[config.mk]
export PLATFORM = sky130hd
export DESIGN_NAME = h264_rtp_fua_packetizer_top
export DESIGN_NICKNAME = d
export VERILOG_FILES = /design/src/rtl/fua_pkg.sv /design/src/rtl/fua_front.sv /design/src/rtl/fua_cmd_fifo.sv /design/src/rtl/fua_back.sv /design/src/rtl/h264_rtp_fua_packetizer_top.sv
export SDC_FILE = /design/constraint.sdc
export NUM_CORES = 1
export LEC_CHECK = 0
export BUFFER_PORTS_ARGS = -buffer_cell sky130_fd_sc_hd__buf_2
export CORE_MARGIN = 10
export CORE_UTILIZATION = 40
export CTS_BUF_LIST = sky130_fd_sc_hd__clkbuf_16
export DETAILED_ROUTE_END_ITERATION = 10
export GPL_TIMING_DRIVEN = 0
export PLACE_DENSITY = 0.54
export SYNTH_ARGS = -nofsm -noshare
export SYNTH_HDL_FRONTEND = slang
export SYNTH_SLANG_ARGS = --single-unit
[constraint.sdc]
create_clock -name clock -period 5.94 [get_ports clock]
set_clock_uncertainty 0.15 [all_clocks]
set_input_delay 1.188 -clock clock [delete_from_list [all_inputs] [get_ports clock]]
set_output_delay 1.188 -clock clock [all_outputs]
set_load 0.02 [all_outputs]
[src/rtl/fua_pkg.sv]
// ----------------------------------------------------------------------------
// fua_pkg: shared types and constants for the H.264 RTP FU-A packetizer
// Field widths, header bit masks, register indexes and the command record
// that travels from the classifier to the output sequencer.
// ----------------------------------------------------------------------------
`default_nettype none

package fua_pkg;

   // field widths
   localparam int BYTE_W = 8;
   localparam int LEN_W  = 16;
   localparam int FS_W   = 12;
   localparam int TSS_W  = 17;
   localparam int SEQ_W  = 16;
   localparam int TS_W   = 32;
   localparam int CSR_IDX_W  = 2;
   localparam int CSR_DATA_W = 17;

   // default largest NAL length taken from the stream
   localparam int DEF_MAX_NAL_BYTES = 65535;

   // command queue depth
   localparam int CMD_DEPTH = 4;

   // register indexes
   localparam logic [CSR_IDX_W-1:0] CSR_FRAGMENT_SIZE  = 2'd0;
   localparam logic [CSR_IDX_W-1:0] CSR_TIMESTAMP_STEP = 2'd1;

   // register reset values
   localparam logic [FS_W-1:0]  FRAG_SIZE_RESET = 12'd1400;
   localparam logic [TSS_W-1:0] TS_STEP_RESET   = 17'd3600;

   // NAL / FU-A header bits
   localparam logic [BYTE_W-1:0] NRI_MASK  = 8'h60;
   localparam logic [BYTE_W-1:0] TYPE_MASK = 8'h1F;
   localparam logic [BYTE_W-1:0] FU_A_TYPE = 8'd28;
   localparam logic [BYTE_W-1:0] FU_START  = 8'h80;
   localparam logic [BYTE_W-1:0] FU_END    = 8'h40;
   localparam logic [4:0]        NAL_TYPE_SPS = 5'd7;
   localparam logic [4:0]        NAL_TYPE_PPS = 5'd8;

   // one classified NAL byte, expanded into one or three results
   typedef struct packed {
      logic [BYTE_W-1:0] data;        // the NAL byte itself
      logic [BYTE_W-1:0] fu_ind;      // FU indicator
      logic [BYTE_W-1:0] fu_hdr;      // FU header
      logic              frag_open;   // indicator and header precede the byte
      logic              data_first;  // packet_first on the byte
      logic              data_last;   // packet_last on the byte
      logic [SEQ_W-1:0]  seq;
      logic [TS_W-1:0]   ts;
   } cmd_type;

endpackage

`default_nettype wire

[src/rtl/fua_front.sv]
// ----------------------------------------------------------------------------
// fua_front: NAL byte classifier
// Tracks position in the NAL, fragment fill, sequence number and timestamp,
// and turns each accepted byte, but the header of a fragmented NAL, into one command.
// ----------------------------------------------------------------------------
`default_nettype none

module fua_front #(
   parameter int MAX_NAL_BYTES = fua_pkg::DEF_MAX_NAL_BYTES
) (
   input  wire logic                       clock,
   input  wire logic                       reset,
   input  wire logic                       accept,
   input  wire logic [fua_pkg::BYTE_W-1:0] data_byte,
   input  wire logic [fua_pkg::LEN_W-1:0]  nal_length,
   input  wire logic [fua_pkg::FS_W-1:0]   fragment_size,
   input  wire logic [fua_pkg::TSS_W-1:0]  timestamp_step,
   output logic                            cmd_push,
   output fua_pkg::cmd_type                cmd
);

   localparam int IDX_W = $clog2(MAX_NAL_BYTES + 1);
   localparam int CW    = ((IDX_W > fua_pkg::LEN_W) ? IDX_W : fua_pkg::LEN_W) + 1;
   localparam logic [CW-1:0] MAX_LEN = CW'(MAX_NAL_BYTES);

   logic [IDX_W-1:0]            byte_index_ff, byte_index_in;
   logic [fua_pkg::BYTE_W-1:0]  nal_header_ff, nal_header_in;
   logic [fua_pkg::FS_W-1:0]    fill_ff, fill_in;
   logic [fua_pkg::SEQ_W-1:0]   seq_ff, seq_in;
   logic [fua_pkg::TS_W-1:0]    ts_ff, ts_in;

   logic [CW-1:0]               len_z, len_c, b_ext, fs_ext;
   logic [fua_pkg::FS_W-1:0]    fs;
   logic [fua_pkg::BYTE_W-1:0]  hdr;
   logic                        first_byte, is_last, single, frag_end, fill_close;
   logic                        closes, skip_ts;

   // effective length and fragment size
   always_comb begin
      len_z  = (nal_length == '0) ? CW'(1) : CW'(nal_length);
      len_c  = (len_z > MAX_LEN) ? MAX_LEN : len_z;
      fs     = (fragment_size == '0) ? fua_pkg::FS_W'(1) : fragment_size;
      b_ext  = CW'(byte_index_ff);
      fs_ext = CW'(fs);
   end

   // classification of the current byte
   always_comb begin
      first_byte = (byte_index_ff == '0);
      hdr        = first_byte ? data_byte : nal_header_ff;
      is_last    = (b_ext + CW'(1)) >= len_c;
      single     = len_c <= fs_ext;
      frag_end   = (b_ext + fs_ext) >= len_c;
      fill_close = ({1'b0, fill_ff} + 13'd1) >= {1'b0, fs};
      closes     = single ? is_last : (!first_byte && (is_last || fill_close));
      skip_ts    = single && ((hdr[4:0] == fua_pkg::NAL_TYPE_SPS) ||
                              (hdr[4:0] == fua_pkg::NAL_TYPE_PPS));
   end

   // command record, stamped with the counters before this byte
   always_comb begin
      cmd.data       = data_byte;
      cmd.fu_ind     = (hdr & fua_pkg::NRI_MASK) | fua_pkg::FU_A_TYPE;
      cmd.fu_hdr     = (hdr & fua_pkg::TYPE_MASK)
                     | ((byte_index_ff == IDX_W'(1)) ? fua_pkg::FU_START : '0)
                     | (frag_end ? fua_pkg::FU_END : '0);
      cmd.frag_open  = !single && !first_byte && (fill_ff == '0);
      cmd.data_first = single && first_byte;
      cmd.data_last  = closes;
      cmd.seq        = seq_ff;
      cmd.ts         = ts_ff;
      cmd_push       = accept && (single || !first_byte);
   end

   // state update
   always_comb begin
      byte_index_in = byte_index_ff;
      nal_header_in = nal_header_ff;
      fill_in       = fill_ff;
      seq_in        = seq_ff;
      ts_in         = ts_ff;
      if (accept) begin
         if (first_byte) begin
            nal_header_in = data_byte;
         end
         if (!single && !first_byte) begin
            fill_in = closes ? '0 : fill_ff + fua_pkg::FS_W'(1);
         end
         if (closes) begin
            seq_in = seq_ff + fua_pkg::SEQ_W'(1);
         end
         if (is_last) begin
            if (!skip_ts) begin
               ts_in = ts_ff + fua_pkg::TS_W'(timestamp_step);
            end
            byte_index_in = '0;
            fill_in       = '0;
         end else begin
            byte_index_in = byte_index_ff + IDX_W'(1);
         end
      end
   end

   always_ff @(posedge clock) begin
      if (reset) begin
         byte_index_ff <= '0;
         nal_header_ff <= '0;
         fill_ff       <= '0;
         seq_ff        <= '0;
         ts_ff         <= '0;
      end else begin
         byte_index_ff <= byte_index_in;
         nal_header_ff <= nal_header_in;
         fill_ff       <= fill_in;
         seq_ff        <= seq_in;
         ts_ff         <= ts_in;
      end
   end

endmodule

`default_nettype wire

[src/rtl/fua_cmd_fifo.sv]
// ----------------------------------------------------------------------------
// fua_cmd_fifo: command queue between classifier and output sequencer
// Small register FIFO; head entry is visible while not empty.
// ----------------------------------------------------------------------------
`default_nettype none

module fua_cmd_fifo (
   input  wire logic       clock,
   input  wire logic       reset,
   input  wire logic       push,
   input  wire fua_pkg::cmd_type push_cmd,
   output logic            full,
   input  wire logic       pop,
   output fua_pkg::cmd_type head_cmd,
   output logic            empty
);

   localparam int PTR_W = $clog2(fua_pkg::CMD_DEPTH);
   localparam int CNT_W = $clog2(fua_pkg::CMD_DEPTH + 1);

   fua_pkg::cmd_type  entry_ff [fua_pkg::CMD_DEPTH];
   logic [PTR_W-1:0]  wr_ptr_ff, wr_ptr_in;
   logic [PTR_W-1:0]  rd_ptr_ff, rd_ptr_in;
   logic [CNT_W-1:0]  count_ff, count_in;
   logic              do_push, do_pop;

   assign full     = (count_ff == CNT_W'(fua_pkg::CMD_DEPTH));
   assign empty    = (count_ff == '0);
   assign head_cmd = entry_ff[rd_ptr_ff];
   assign do_push  = push && !full;
   assign do_pop   = pop && !empty;

   // pointer and count update, wrapping at the depth
   always_comb begin
      wr_ptr_in = wr_ptr_ff;
      rd_ptr_in = rd_ptr_ff;
      count_in  = count_ff;
      if (do_push) begin
         wr_ptr_in = (wr_ptr_ff == PTR_W'(fua_pkg::CMD_DEPTH - 1)) ? '0
                                                                   : wr_ptr_ff + PTR_W'(1);
      end
      if (do_pop) begin
         rd_ptr_in = (rd_ptr_ff == PTR_W'(fua_pkg::CMD_DEPTH - 1)) ? '0
                                                                   : rd_ptr_ff + PTR_W'(1);
      end
      if (do_push && !do_pop) begin
         count_in = count_ff + CNT_W'(1);
      end else if (do_pop && !do_push) begin
         count_in = count_ff - CNT_W'(1);
      end
   end

   always_ff @(posedge clock) begin
      if (reset) begin
         wr_ptr_ff <= '0;
         rd_ptr_ff <= '0;
         count_ff  <= '0;
      end else begin
         wr_ptr_ff <= wr_ptr_in;
         rd_ptr_ff <= rd_ptr_in;
         count_ff  <= count_in;
      end
   end

   // storage, no reset
   always_ff @(posedge clock) begin
      if (do_push) begin
         entry_ff[wr_ptr_ff] <= push_cmd;
      end
   end

endmodule

`default_nettype wire

[src/rtl/fua_back.sv]
// ----------------------------------------------------------------------------
// fua_back: output sequencer
// Expands each command into FU indicator, FU header and payload byte (or
// the byte alone) and holds the current result in an output register.
// ----------------------------------------------------------------------------
`default_nettype none

module fua_back (
   input  wire logic                       clock,
   input  wire logic                       reset,
   input  wire logic                       cmd_empty,
   input  wire fua_pkg::cmd_type           cmd,
   output logic                            cmd_pop,
   output logic                            rsp_empty,
   input  wire logic                       rsp_pop,
   output logic [fua_pkg::BYTE_W-1:0]      rsp_payload_byte,
   output logic                            rsp_packet_first,
   output logic                            rsp_packet_last,
   output logic [fua_pkg::SEQ_W-1:0]       rsp_seq_number,
   output logic [fua_pkg::TS_W-1:0]        rsp_rtp_timestamp,
   output logic                            rsp_last_of_item
);

   // position within the current command
   localparam logic [1:0] SUB_IND  = 2'd0;
   localparam logic [1:0] SUB_FUH  = 2'd1;
   localparam logic [1:0] SUB_DATA = 2'd2;

   logic [1:0]                  sub_ff, sub_in, cur;
   logic                        valid_ff, valid_in;
   logic [fua_pkg::BYTE_W-1:0]  byte_ff, byte_in;
   logic                        first_ff, first_in, last_ff, last_in, loi_ff, loi_in;
   logic [fua_pkg::SEQ_W-1:0]   seq_ff;
   logic [fua_pkg::TS_W-1:0]    ts_ff;
   logic                        step;

   // skip the FU bytes on commands that carry none
   always_comb begin
      cur = (sub_ff == SUB_IND && !cmd.frag_open) ? SUB_DATA : sub_ff;
      step = !cmd_empty && (!valid_ff || rsp_pop);
   end

   // select the result for this step
   always_comb begin
      sub_in   = sub_ff;
      byte_in  = cmd.data;
      first_in = cmd.data_first;
      last_in  = cmd.data_last;
      loi_in   = 1'b1;
      cmd_pop  = 1'b0;
      unique case (cur)
         SUB_IND: begin
            byte_in  = cmd.fu_ind;
            first_in = 1'b1;
            last_in  = 1'b0;
            loi_in   = 1'b0;
            if (step) sub_in = SUB_FUH;
         end
         SUB_FUH: begin
            byte_in  = cmd.fu_hdr;
            first_in = 1'b0;
            last_in  = 1'b0;
            loi_in   = 1'b0;
            if (step) sub_in = SUB_DATA;
         end
         SUB_DATA: begin
            cmd_pop = step;
            if (step) sub_in = SUB_IND;
         end
         default: begin
            if (step) sub_in = SUB_IND;
         end
      endcase
   end

   // output register valid
   always_comb begin
      valid_in = valid_ff;
      if (step) begin
         valid_in = 1'b1;
      end else if (rsp_pop) begin
         valid_in = 1'b0;
      end
   end

   always_ff @(posedge clock) begin
      if (reset) begin
         sub_ff   <= SUB_IND;
         valid_ff <= 1'b0;
      end else begin
         sub_ff   <= sub_in;
         valid_ff <= valid_in;
      end
   end

   // output payload, no reset
   always_ff @(posedge clock) begin
      if (step) begin
         byte_ff  <= byte_in;
         first_ff <= first_in;
         last_ff  <= last_in;
         loi_ff   <= loi_in;
         seq_ff   <= cmd.seq;
         ts_ff    <= cmd.ts;
      end
   end

   assign rsp_empty         = !valid_ff;
   assign rsp_payload_byte  = byte_ff;
   assign rsp_packet_first  = first_ff;
   assign rsp_packet_last   = last_ff;
   assign rsp_seq_number    = seq_ff;
   assign rsp_rtp_timestamp = ts_ff;
   assign rsp_last_of_item  = loi_ff;

endmodule

`default_nettype wire

[src/rtl/h264_rtp_fua_packetizer_top.sv]
// A taken byte's command, if any, is written into the command queue; its first result is
// then registered in the fua_back output register. Throughput: one result per cycle
// while rsp_pop takes them; a NAL byte is taken every cycle while the 4-entry command
// queue has room, else req_full stalls it. A fragment-opening byte gives three results.
// Reset (synchronous, active high) clears position, counters and queues and loads
// fragment_size = 1400 and timestamp_step = 3600.
// ----------------------------------------------------------------------------
// h264_rtp_fua_packetizer_top: H.264 RTP packetizer, single-NAL and FU-A
// Holds the configuration registers and joins classifier, command queue
// and output sequencer.
// ----------------------------------------------------------------------------
`default_nettype none

module h264_rtp_fua_packetizer_top #(
   parameter int MAX_NAL_BYTES = fua_pkg::DEF_MAX_NAL_BYTES
) (
   input  wire logic                           clock,
   input  wire logic                           reset,
   // requests
   input  wire logic                           req_push,
   output logic                                req_full,
   input  wire logic [fua_pkg::BYTE_W-1:0]     req_data_byte,
   input  wire logic [fua_pkg::LEN_W-1:0]      req_nal_length,
   // results
   output logic                                rsp_empty,
   input  wire logic                           rsp_pop,
   output logic [fua_pkg::BYTE_W-1:0]          rsp_payload_byte,
   output logic                                rsp_packet_first,
   output logic                                rsp_packet_last,
   output logic [fua_pkg::SEQ_W-1:0]           rsp_seq_number,
   output logic [fua_pkg::TS_W-1:0]            rsp_rtp_timestamp,
   output logic                                rsp_last_of_item,
   // configuration
   input  wire logic                           csr_valid,
   output logic                                csr_ready,
   input  wire logic [fua_pkg::CSR_IDX_W-1:0]  csr_index,
   input  wire logic [fua_pkg::CSR_DATA_W-1:0] csr_data
);

   logic [fua_pkg::FS_W-1:0]  frag_size_ff, frag_size_in;
   logic [fua_pkg::TSS_W-1:0] ts_step_ff, ts_step_in;
   logic                      req_accept, cmd_push, cmd_pop, cmd_empty;
   fua_pkg::cmd_type          push_cmd, head_cmd;

   // configuration registers
   assign csr_ready = 1'b1;

   always_comb begin
      frag_size_in = frag_size_ff;
      ts_step_in   = ts_step_ff;
      if (csr_valid) begin
         if (csr_index == fua_pkg::CSR_FRAGMENT_SIZE) begin
            frag_size_in = csr_data[fua_pkg::FS_W-1:0];
         end else if (csr_index == fua_pkg::CSR_TIMESTAMP_STEP) begin
            ts_step_in = csr_data[fua_pkg::TSS_W-1:0];
         end
      end
   end

   always_ff @(posedge clock) begin
      if (reset) begin
         frag_size_ff <= fua_pkg::FRAG_SIZE_RESET;
         ts_step_ff   <= fua_pkg::TS_STEP_RESET;
      end else begin
         frag_size_ff <= frag_size_in;
         ts_step_ff   <= ts_step_in;
      end
   end

   assign req_accept = req_push && !req_full;

   fua_front #(
      .MAX_NAL_BYTES (MAX_NAL_BYTES)
   ) u_front (
      .clock          (clock),
      .reset          (reset),
      .accept         (req_accept),
      .data_byte      (req_data_byte),
      .nal_length     (req_nal_length),
      .fragment_size  (frag_size_ff),
      .timestamp_step (ts_step_ff),
      .cmd_push       (cmd_push),
      .cmd            (push_cmd)
   );

   fua_cmd_fifo u_fifo (
      .clock    (clock),
      .reset    (reset),
      .push     (cmd_push),
      .push_cmd (push_cmd),
      .full     (req_full),
      .pop      (cmd_pop),
      .head_cmd (head_cmd),
      .empty    (cmd_empty)
   );

   fua_back u_back (
      .clock             (clock),
      .reset             (reset),
      .cmd_empty         (cmd_empty),
      .cmd               (head_cmd),
      .cmd_pop           (cmd_pop),
      .rsp_empty         (rsp_empty),
      .rsp_pop           (rsp_pop),
      .rsp_payload_byte  (rsp_payload_byte),
      .rsp_packet_first  (rsp_packet_first),
      .rsp_packet_last   (rsp_packet_last),
      .rsp_seq_number    (rsp_seq_number),
      .rsp_rtp_timestamp (rsp_rtp_timestamp),
      .rsp_last_of_item  (rsp_last_of_item)
   );

endmodule

`default_nettype wire

==> results of run 1 <==
==> registers in the layout, summed over array words and instances, names as in the netlist, 3 cells and up, named ones only <==
name	count
u_back.rsp_seq_number	16
u_front.fill_ff	12
ts_step_ff	17
frag_size_ff	12
u_front.ts_ff	32
u_front.nal_header_ff	7
u_front.seq_ff	16
u_front.byte_index_ff	16
u_fifo.entry_ff	272
u_fifo.count_ff	3
u_back.rsp_payload_byte	8
u_back.rsp_rtp_timestamp	32
==> cells by family (layout without fill, tap and decap cells) <==
kind of cell	count (synthesis)	in the layout	synth area share, %
mux	99	99	9.13
fa+ha+maj	100	100	6.24
buf+inv	142	344	2.96
simple gates	426	426	10.7
xor+xnor	59	59	2.53
other cells	1	2	0.0184
compound gates	244	244	7.56
flops	455	455	60.9
==> cell type report <==
cell class,instances,area (µm²),area share [%]
Sequential cell,455,12400,52.9
Multi-Input combinational cell,929,7380,31.5
Clock buffer,49,1230,5.22
Tap cell,672,841,3.58
Timing Repair Buffer,113,671,2.86
Buffer,84,385,1.64
Clock inverter,40,320,1.36
Inverter,58,218,0.928
Antenna cell,1,2.50,0.0107
==> worst max path at each step <==
| stage | end | start | cells after the start | slack (ps) |
|---|---|---|---|---|
| 2_1_floorplan | u_fifo.entry_ff[0][0]$_DFFE_PP_ | req_nal_length[13] | 12 | 610 |
| 6_report | u_fifo.count_ff[2]$_SDFFE_PP0P_ | req_nal_length[13] | 18 | 490 |
| 5_1_grt | u_fifo.count_ff[2]$_SDFFE_PP0P_ | req_nal_length[13] | 18 | 170 |
| 3_3_place_gp | u_fifo.entry_ff[1][7]$_DFFE_PP_ | req_nal_length[13] | 13 | -1820 |
| 3_5_place_dp | u_fifo.count_ff[2]$_SDFFE_PP0P_ | req_nal_length[13] | 18 | -100 |
| 4_1_cts | u_fifo.count_ff[2]$_SDFFE_PP0P_ | req_nal_length[13] | 18 | 500 |
==> cells in the mapped netlist, types with 19 or more instances <==
cell / number / area, µm²
xnor2_1: 37 / 324
nand2_1: 101 / 379
ha_1: 97 / 1210
nand2b_1: 21 / 131
nor3_1: 31 / 155
nand4_1: 19 / 119
o21ai_0: 45 / 225
edfxtp_1: 331 / 9940
nand3_1: 31 / 155
clkbuf_1: 59 / 221
a21o_1: 19 / 143
a21oi_1: 90 / 450
inv_1: 58 / 218
mux4_2: 68 / 1530
dfxtp_1: 124 / 2480
xor2_1: 22 / 193
nor2_1: 107 / 402
==> where the power goes <==
part / switching [µW] / total [µW] / internal, µW
clock network: 1210 / 2930 / 1710
registers: 108 / 3940 / 3830
logic: 1010 / 1570 / 561
total: 2340 / 8450 / 6110
==> per-layer routing <==
| metal | part of all wire, % | wire length, µm | vias up |
|---|---|---|---|
| met5 | 0.028 | 13 | - |
| met4 | 1.8 | 844 | 2 |
| met2 | 46 | 21700 | 262 |
| met3 | 5.1 | 2390 | 61 |
| li1 | - | - | 6085 |
| met1 | 47 | 22300 | 6180 |
==> tightest hold or removal path: cells and delay by family (launching register included) <==
family             cells  cell delay [ps]
and+or+nand+nor        1               50
DFF                    1              310
AOI/OAI and AO/OA      1               50
==> through the flow <==
stage	TNS (ps)	instance area, µm²	worst slack (ps)	hold WS, ps	util (%)
finish	0	23500	491	313	46.7
global route	0	23500	166	334	46.7
CTS	0	23500	504	316	46.7
detailed placement	-166	21900	-102	307	43.6
global placement	-489160	21800	-1820	306	43.3
floorplan	0	20400	609	291	-
==> metrics, run 1 <==
status finished, final reports clean; critical path, cell by cell buf_2 > nor4_1 > a41o_1 > inv_1 > ha_1 > nand2_1 > nor4_1 > o21a_1 > a31oi_1 > a21o_2 > clkbuf_1 > inv_1 > ha_1 > inv_1 > fa_1 > xor2_1 > or3_1 > a21oi_1; Final setup viols 0; category of the worst setup path capture point register; met2 Use GR 24.8%; Die ar. 60,400 µm²; CTS H-tree depth 2; portion of the post-synthesis area used by sequential elements 60.9%; total global routing track utilization 15.6%; DRC Markers 0; wire length of the first global-routing pass 73,600 µm; pin count of the biggest net entering global routing 45; buffers added on ports 108; share of flip-flops with an asynchronous set or reset 0%; flop and latch count out of synthesis 455; DP Cell Count 2,311; growth of design area from synthesis to finish 15.1%; VDD IR-drop max 0.188 mV; routed via count 12,600; time the final worst path needs with I/O delays and setup 5450 ps; Slew Limit Fails 0; quantity of hold-fixing buffers added after cts 0; unrepaired setup endpoints after global routing false; Cell Pwr Density 360 nW/µm²; average size of a mapped cell 13.4 µm²; row count 82; startpoint of the most critical hold path ts_step_ff[13]$_SDFFE_PP0P_; number of violations of the max-capacitance limit 0; number of CTS-inserted buffers 48; most heavily used metal layer in global routing met2; wirelength, routed 47,200 µm; Yosys warning total 0; number of cells traversed by the worst hold path 2; commonest cells after routing, fill and taps aside 331 x edfxtp_1, 124 x dfxtp_1, 111 x buf_2; ratio of cells with drive above 1 in the final layout 17.7%; end of the worst hold path ts_step_ff[13]$_SDFFE_PP0P_; Leakage 0.00859 µW; clock slew at reported path FFs 60 ps; origin of the critical flop-to-flop path u_front.byte_index_ff[3]$_SDFFE_PP0P_; critical path's slowest cell a31oi_1; die width 246 µm; Rel. slew slack 24.5%; sort of element at the start of the critical path input pin; antenna violation net count after detailed routing 0; crit path max fanout 10; initial antenna violation count 2; Worst Path Arrival 5800 ps; initial core utilization 40.6%; destination of the worst register-to-register timing path u_front.ts_ff[20]$_SDFFE_PP0P_; average detailed-routed wire length per instance 19.7 µm; post-synthesis instance area 20,400 µm²; CTS max path bufs 3; root buf cell clkbuf_16; Final HPWL DP 33,300 µm; most common cell after layout, fill and taps aside edfxtp_1; total gr overflow 0; count of flip-flops with a built-in enable after synthesis 331; reg-to-reg slack, setup 710 ps; total chip power 8450 µW; setup repair bufs after CTS 0; final net count 1,837; core region area 50,300 µm²; required time at the endpoint of the critical path 6290 ps; number of top-level design ports 110; average vias per placed instance 5.24; number of buffer and inverter stages on the critical path 5; maximum cell stage delay along the critical path 810 ps; total of fill cells in the finished design 4,577; ys flop type edfxtp_1; Final period util 91.7%; number of nets in the synthesized netlist 1,674; last weighted congestion value of the routability-driven placer 0.817; achievable clock frequency 184 MHz; Gates resized, CTS repair 0; 1st-iter DRT viols 821; worst setup path class input pin to register; R2R cell count 17; class of the worst hold path register to register; number of non-filler instances in the completed layout 2,401; worst slew pin tran 1130 ps; GR met3 Demand/Resource 3.01%; Clk Latency, worst-skew pair 580 ps; count of cell types in the netlist 70; iteration count of the initial detailed-routing pass 5; Die Height 246 µm; most frequent CP cell inv_1; clock tree from TritonCTS yes; met1 Usage GRT 21.4%; dominant delay contributor by cell family on the critical path compound AO/OA/AOI/OAI gates; number of global-route vias before repair 12,700; post-synthesis instance total 1,526; TritonCTS sink count 455; final hold violation count 0
Power figures use the tool's default switching activity.
==> inputs of run 2 (changes only) <==
- BUFFER_PORTS_ARGS: -buffer_cell sky130_fd_sc_hd__buf_2 -> not set
- CTS_BUF_LIST: sky130_fd_sc_hd__clkbuf_16 -> not set
- DONT_BUFFER_PORTS: not set -> 1
- PLACE_DENSITY: 0.54 -> 0.52
==> run 2 against run 1 <==
Against the previous run:
- via count shrank 2.6%
- first-iteration DRC count shrank 28%
- largest power group unchanged
- global-route usage rose by 0.21 points
- clock power about the same
- final area decreased by 2.4%
- total power decreased by 2.4%
- critical endpoint unchanged
==> metrics, run 2 (synthesized netlist as in run 1, its figures left out) <==
iteration count of the initial detailed-routing pass 4 (was 5); quantity of hold-fixing buffers added after cts 0 (unchanged); buffers added on ports 0 (was 108); share of power burned in the clock network 35.2% (was 34.7%); Cell Pwr Density 360 nW/µm² (about the same); Final period util 90.1% (was 91.7%); last weighted congestion value of the routability-driven placer 0.837 (was 0.817); Internal 5940 µW (was 6110 µW); total global routing track utilization 15.8% (was 15.6%); worst slew pin tran 1060 ps (was 1130 ps); Rel. slew slack 29.0% (was 24.5%); Worst Path Arrival 5700 ps (was 5800 ps); wire length of the first global-routing pass 74,000 µm (was 73,600 µm); number of violations of the max-capacitance limit 0 (unchanged); average vias per placed instance 5.35 (was 5.24); CTS H-tree depth 2 (unchanged); category of the worst setup path capture point register (unchanged); average detailed-routed wire length per instance 20.9 µm (was 19.7 µm); Gates resized, CTS repair 0 (unchanged); required time at the endpoint of the critical path 6290 ps (about the same); VDD IR-drop max 0.199 mV (was 0.188 mV); clock slew at reported path FFs 60 ps (about the same); utilization after layout 45.6% (was 46.7%); TritonCTS sink count 455 (unchanged); register ranked first by flip-flop count u_fifo.entry_ff (unchanged); final hold violation count 0 (unchanged); unrepaired setup endpoints after global routing false (unchanged); sequential fraction of design power 51.9% (was 46.7%); max FFs per register 272 (unchanged); initial antenna violation count 0 (was 2); achievable clock frequency 187 MHz (was 184 MHz); growth of design area from synthesis to finish 12.3% (was 15.1%); 1st-iter DRT viols 593 (was 821); CTS max path bufs 3 (unchanged); number of global-route vias before repair 12,400 (was 12,700); Critical Path Start req_nal_length[13] (unchanged); ratio of cells with drive above 1 in the final layout 12.3% (was 17.7%); Final setup viols 0 (unchanged); initial core utilization 40.6% (unchanged); origin of the critical flop-to-flop path u_front.byte_index_ff[0]$_SDFFE_PP0P_ (was u_front.byte_index_ff[3]$_SDFFE_PP0P_); wirelength, routed 47,900 µm (was 47,200 µm); root buf cell clkbuf_16 (unchanged); Die Height 246 µm (unchanged); die width 246 µm (unchanged); startpoint of the most critical hold path ts_step_ff[14]$_SDFFE_PP0P_ (was ts_step_ff[13]$_SDFFE_PP0P_); Leakage 0.00817 µW (was 0.00859 µW); status finished, final reports clean (unchanged); number of CTS-inserted buffers 48 (unchanged); time the final worst path needs with I/O delays and setup 5350 ps (was 5450 ps); antenna violation net count after detailed routing 0 (unchanged); Final HPWL DP 33,600 µm (was 33,300 µm); DRC Markers 0 (unchanged); total gr overflow 0 (unchanged); final design instance area without fill 22,900 µm² (was 23,500 µm²); worst setup path class input pin to register (unchanged); Placed Instance Area 21,400 µm² (was 21,900 µm²); Die ar. 60,400 µm² (unchanged); core region area 50,300 µm² (unchanged); sort of element at the start of the critical path input pin (unchanged); crit path max fanout 10 (unchanged); most common cell after layout, fill and taps aside edfxtp_1 (unchanged); routed via count 12,300 (was 12,600); clock tree from TritonCTS yes (unchanged); pin count of the biggest net entering global routing 43 (was 45); portion of total power attributed to combinational logic 12.9% (was 18.6%); class of the worst hold path register to register (unchanged); Net Switching 2300 µW (was 2340 µW); number of top-level design ports 110 (unchanged); commonest cells after routing, fill and taps aside 331 x edfxtp_1, 124 x dfxtp_1, 107 x nor2_1 (was 331 x edfxtp_1, 124 x dfxtp_1, 111 x buf_2); total of fill cells in the finished design 4,580 (was 4,577); final net count 1,729 (was 1,837); switching share of power 27.9% (was 27.7%); Slew Limit Fails 0 (unchanged); row count 82 (unchanged); setup repair bufs after CTS 0 (unchanged); Clk Latency, worst-skew pair 580 ps (about the same)
run 2: cell types whose count changed in the layout (fill, tap and decap cells not counted), moves of 3 or more:
cell,delta
clkbuf_8,+4
buf_2,-108
inv_1,-12
inv_6,-3
bufinv_16,-3
clkbuf_1,+12
run 2: layout make-up:
type                       instances  area (µm²)  share of cell area (%)
antenna                            1        2.50                  0.0109
buffer                            84         385                    1.68
clock buffer                      66        1350                    5.90
clock inverter                    23         175                   0.765
inverter                          58         218                   0.950
multi-input combinational        929        7390                    32.3
sequential                       455       12400                    54.2
tap                              672         841                    3.67
timing repair buffer               5         123                   0.535
run 2: through the flow:
stage	power (µW)	std cells	setup slack (ps)	setup TNS (ps)	hold WS (ps)
floorplan	5030	1526	609	0	291
global placement	5430	2198	-1910	-509670	302
detailed placement	5460	2203	-204	-6150	308
CTS	8370	2292	422	0	316
global route	8620	2292	197	0	336
finish	8250	2293	588	0	315
run 2: final timing paths:
path	end	slack (ps)	cells past startpoint
worst max-delay path	u_fifo.count_ff[2]$_SDFFE_PP0P_	590	17
worst min-delay path	ts_step_ff[14]$_SDFFE_PP0P_	310	2
worst max register to register	u_front.ts_ff[26]$_SDFFE_PP0P_	700	17
worst min register to register	ts_step_ff[14]$_SDFFE_PP0P_	310	2
run 2: critical path: stages:
cell,delay [ps]
nor4_1,700
a41o_1,360
inv_1,60
ha_1,280
nand2_1,70
nor4_1,40
o21a_1,170
a31oi_1,770
a21o_2,360
clkbuf_1,410
inv_1,220
ha_1,260
inv_1,80
fa_1,200
xor2_1,70
or3_1,300
a21oi_1,150
run 2: power groups by stage:
stage               registers (µW)  logic (µW)  clock network, µW
detailed placement            4370        1090                  0
global placement              4390        1040                  0
finish                        4280        1070               2900
floorplan                     4290         733                  0
CTS                           4300        1090               2980
global route                  4320        1180               3110
run 2: routing by layer:
| metal | wire (µm) | vias to the layer above | global-route usage [%] |
|---|---|---|---|
| met5 | 0 | - | 0 |
| met4 | 761 | 0 | 3.54 |
| met1 | 22400 | 6123 | 21.2 |
| met3 | 2500 | 54 | 3.89 |
| met2 | 22300 | 220 | 25.5 |
| li1 | - | 5867 | - |
==> inputs of run 3 (changes only) <==
- PLACE_DENSITY: 0.52 -> 0.54
- clock period: 5.94 -> 4.65 ns (I/O delays scaled with it)
==> run 3 against run 2 <==
Against the previous run:
- the flow now finishes with violations (negative setup slack)
- utilization rose by 0.63 points
- non-clock buffer count rose by 15
- via count barely moved
- setup slack got worse by 610 ps
- hold slack got worse by 13 ps
- final area rose by 1.4%
==> metrics, run 3 (synthesized netlist as in run 1, its figures left out) <==
number of global-route vias before repair 12,200 (was 12,400); reg-to-reg slack, setup -20 ps (was 700 ps); final design instance area without fill 23,200 µm² (was 22,900 µm²); last weighted congestion value of the routability-driven placer 0.814 (was 0.837); root buf cell clkbuf_16 (unchanged); sequential fraction of design power 51.8% (was 51.9%); Clk Latency, worst-skew pair 580 ps (about the same); worst setup path class register to register (was input pin to register); setup slack at placement -980 ps (was -204 ps); worst slew pin tran 993 ps (was 1060 ps); antenna violation net count after detailed routing 0 (unchanged); number of CTS-inserted buffers 47 (was 48); Final Worst Setup Slack -16.9 ps (was 588 ps); pin count of the biggest net entering global routing 44 (was 43); growth of design area from synthesis to finish 13.8% (was 12.3%); average vias per placed instance 5.32 (was 5.35); number of top-level design ports 110 (unchanged); required time at the endpoint of the critical path 4790 ps (was 6290 ps); commonest cells after routing, fill and taps aside 331 x edfxtp_1, 112 x dfxtp_1, 103 x nor2_1 (was 331 x edfxtp_1, 124 x dfxtp_1, 107 x nor2_1); Rel. slew slack 33.8% (was 29.0%); clock slew at reported path FFs 60 ps (about the same); status finished with violations (was finished, final reports clean); Cell Pwr Density 454 nW/µm² (was 360 nW/µm²); iteration count of the initial detailed-routing pass 5 (was 4); buffers added on ports 0 (unchanged); Die Height 246 µm (unchanged); DRC Markers 0 (unchanged); R2R cell count 21 (was 17); Internal 7650 µW (was 5940 µW); 1st-iter DRT viols 663 (was 593); category of the worst setup path capture point register (unchanged); wirelength, routed 46,900 µm (was 47,900 µm); wire length of the first global-routing pass 72,600 µm (was 74,000 µm); sort of element at the start of the critical path register (was input pin); Placed Instance Area 21,400 µm² (about the same); number of violations of the max-capacitance limit 0 (unchanged); Final HPWL DP 32,900 µm (was 33,600 µm); final-layout worst hold slack 302 ps (was 315 ps); crit path max fanout 4 (was 10); row count 82 (unchanged); CTS H-tree depth 2 (unchanged); Final setup viols 4 (was 0); routed via count 12,300 (about the same); utilization after layout 46.2% (was 45.6%); origin of the critical flop-to-flop path frag_size_ff[7]$_SDFFE_PP0P_ (was u_front.byte_index_ff[0]$_SDFFE_PP0P_); TritonCTS sink count 455 (unchanged); ratio of cells with drive above 1 in the final layout 15.7% (was 12.3%); CTS max path bufs 3 (unchanged); VDD IR-drop max 0.261 mV (was 0.199 mV); Leakage 0.00824 µW (was 0.00817 µW); Worst Setup EP u_fifo.entry_ff[0][57]$_DFFE_PP_ (was u_fifo.count_ff[2]$_SDFFE_PP0P_); Worst Path Arrival 4810 ps (was 5700 ps); achievable clock frequency 214 MHz; failing checks negative setup slack; most common cell after layout, fill and taps aside edfxtp_1 (unchanged); register ranked first by flip-flop count u_fifo.entry_ff (unchanged); average detailed-routed wire length per instance 20.3 µm (was 20.9 µm); class of the worst hold path input pin to register (was register to register); portion of total power attributed to combinational logic 12.8% (was 12.9%); Net Switching 2890 µW (was 2300 µW); Final period util 100%; die width 246 µm (unchanged); final antenna diode count 0 (was 1); total global routing track utilization 15.4% (was 15.8%); destination of the worst register-to-register timing path u_fifo.entry_ff[0][57]$_DFFE_PP_ (was u_front.ts_ff[26]$_SDFFE_PP0P_); Slew Limit Fails 0 (unchanged); unrepaired setup endpoints after global routing true (was false); clock tree from TritonCTS yes (unchanged); initial core utilization 40.6% (unchanged); Die ar. 60,400 µm² (unchanged); max FFs per register 272 (unchanged); core region area 50,300 µm² (unchanged); final net count 1,743 (was 1,729); time the final worst path needs with I/O delays and setup 4670 ps; final hold violation count 0 (unchanged); Critical Path Start frag_size_ff[7]$_SDFFE_PP0P_ (was req_nal_length[13]); share of power burned in the clock network 35.3% (was 35.2%); total gr overflow 0 (unchanged); initial antenna violation count 1 (was 0); switching share of power 27.5% (was 27.9%); quantity of hold-fixing buffers added after cts 0 (unchanged)
==> run 3: routing by layer <==
metal	track usage, %	vias to the layer above	wire [µm]	part of all wire (%)
li1	-	5883	-	-
met1	21.1	6057	21200	45
met2	23.9	251	21500	46
met3	3.95	61	3230	6.9
met4	4.12	0	914	2.0
met5	0	-	0	0
==> run 3: power groups by stage <==
| stage | Sequential, µW | Combinational [µW] | Clock, µW |
|---|---|---|---|
| floorplan | 5480 | 936 | 0 |
| global placement | 5590 | 1320 | 0 |
| detailed placement | 5580 | 1370 | 0 |
| CTS | 5490 | 1380 | 3830 |
| global route | 5520 | 1500 | 4000 |
| finish | 5460 | 1350 | 3720 |
==> run 3: stage by stage <==
| step | setup TNS, ps | std cells | power (µW) |
|---|---|---|---|
| after floorplan | 0 | 1526 | 6410 |
| after global placement | -374930 | 2198 | 6910 |
| after detailed placement | -223650 | 2203 | 6950 |
| after CTS | 0 | 2291 | 10700 |
| after global routing | -739 | 2305 | 11000 |
| final | -66.6 | 2305 | 10500 |
==> run 3: worst min path at each step <==
stage | to | cells after the start | slack, ps | startpoint
5_1_grt | u_fifo.entry_ff[0][68]$_DFFE_PP_ | 0 | 270 | req_data_byte[7]
3_3_place_gp | ts_step_ff[13]$_SDFFE_PP0P_ | 2 | 300 | ts_step_ff[13]$_SDFFE_PP0P_
6_report | u_fifo.entry_ff[3][68]$_DFFE_PP_ | 0 | 300 | req_data_byte[7]
2_1_floorplan | ts_step_ff[0]$_SDFFE_PP0P_ | 2 | 290 | ts_step_ff[0]$_SDFFE_PP0P_
4_1_cts | u_fifo.entry_ff[2][68]$_DFFE_PP_ | 0 | 270 | req_data_byte[7]
3_5_place_dp | ts_step_ff[12]$_SDFFE_PP0P_ | 2 | 300 | ts_step_ff[12]$_SDFFE_PP0P_
==> run 3: worst max-delay path, stage by stage (launching register included) <==
cell	delay, ps
dfxtp_1	360
nor3_1	60
a31o_2	280
ha_4	180
fa_2	380
a21o_1	210
a21oi_4	160
o21a_1	160
nor2_2	50
nand4_1	130
nand2_1	80
nor2_2	180
xnor2_2	100
ha_1	310
a21o_1	170
a21oi_2	100
nor2b_1	60
a2111oi_2	370
o21ai_1	120
o211ai_1	100
a31oi_1	70
or4_4	600
==> run 3: timing repair <==
action	in CTS	in global routing
setup endpoints to repair	243	50
pin swaps	2	20
gates resized for setup	17	37
buffers inserted	2	15
==> run 3: cell type report <==
class | count | area, µm²
sequential | 455 | 12400
inverter | 58 | 218
multi-input combinational | 929 | 7540
tap | 672 | 841
timing repair buffer | 22 | 258
clock buffer | 72 | 1400
fill | 4528 | 27100
buffer | 82 | 382
clock inverter | 15 | 145
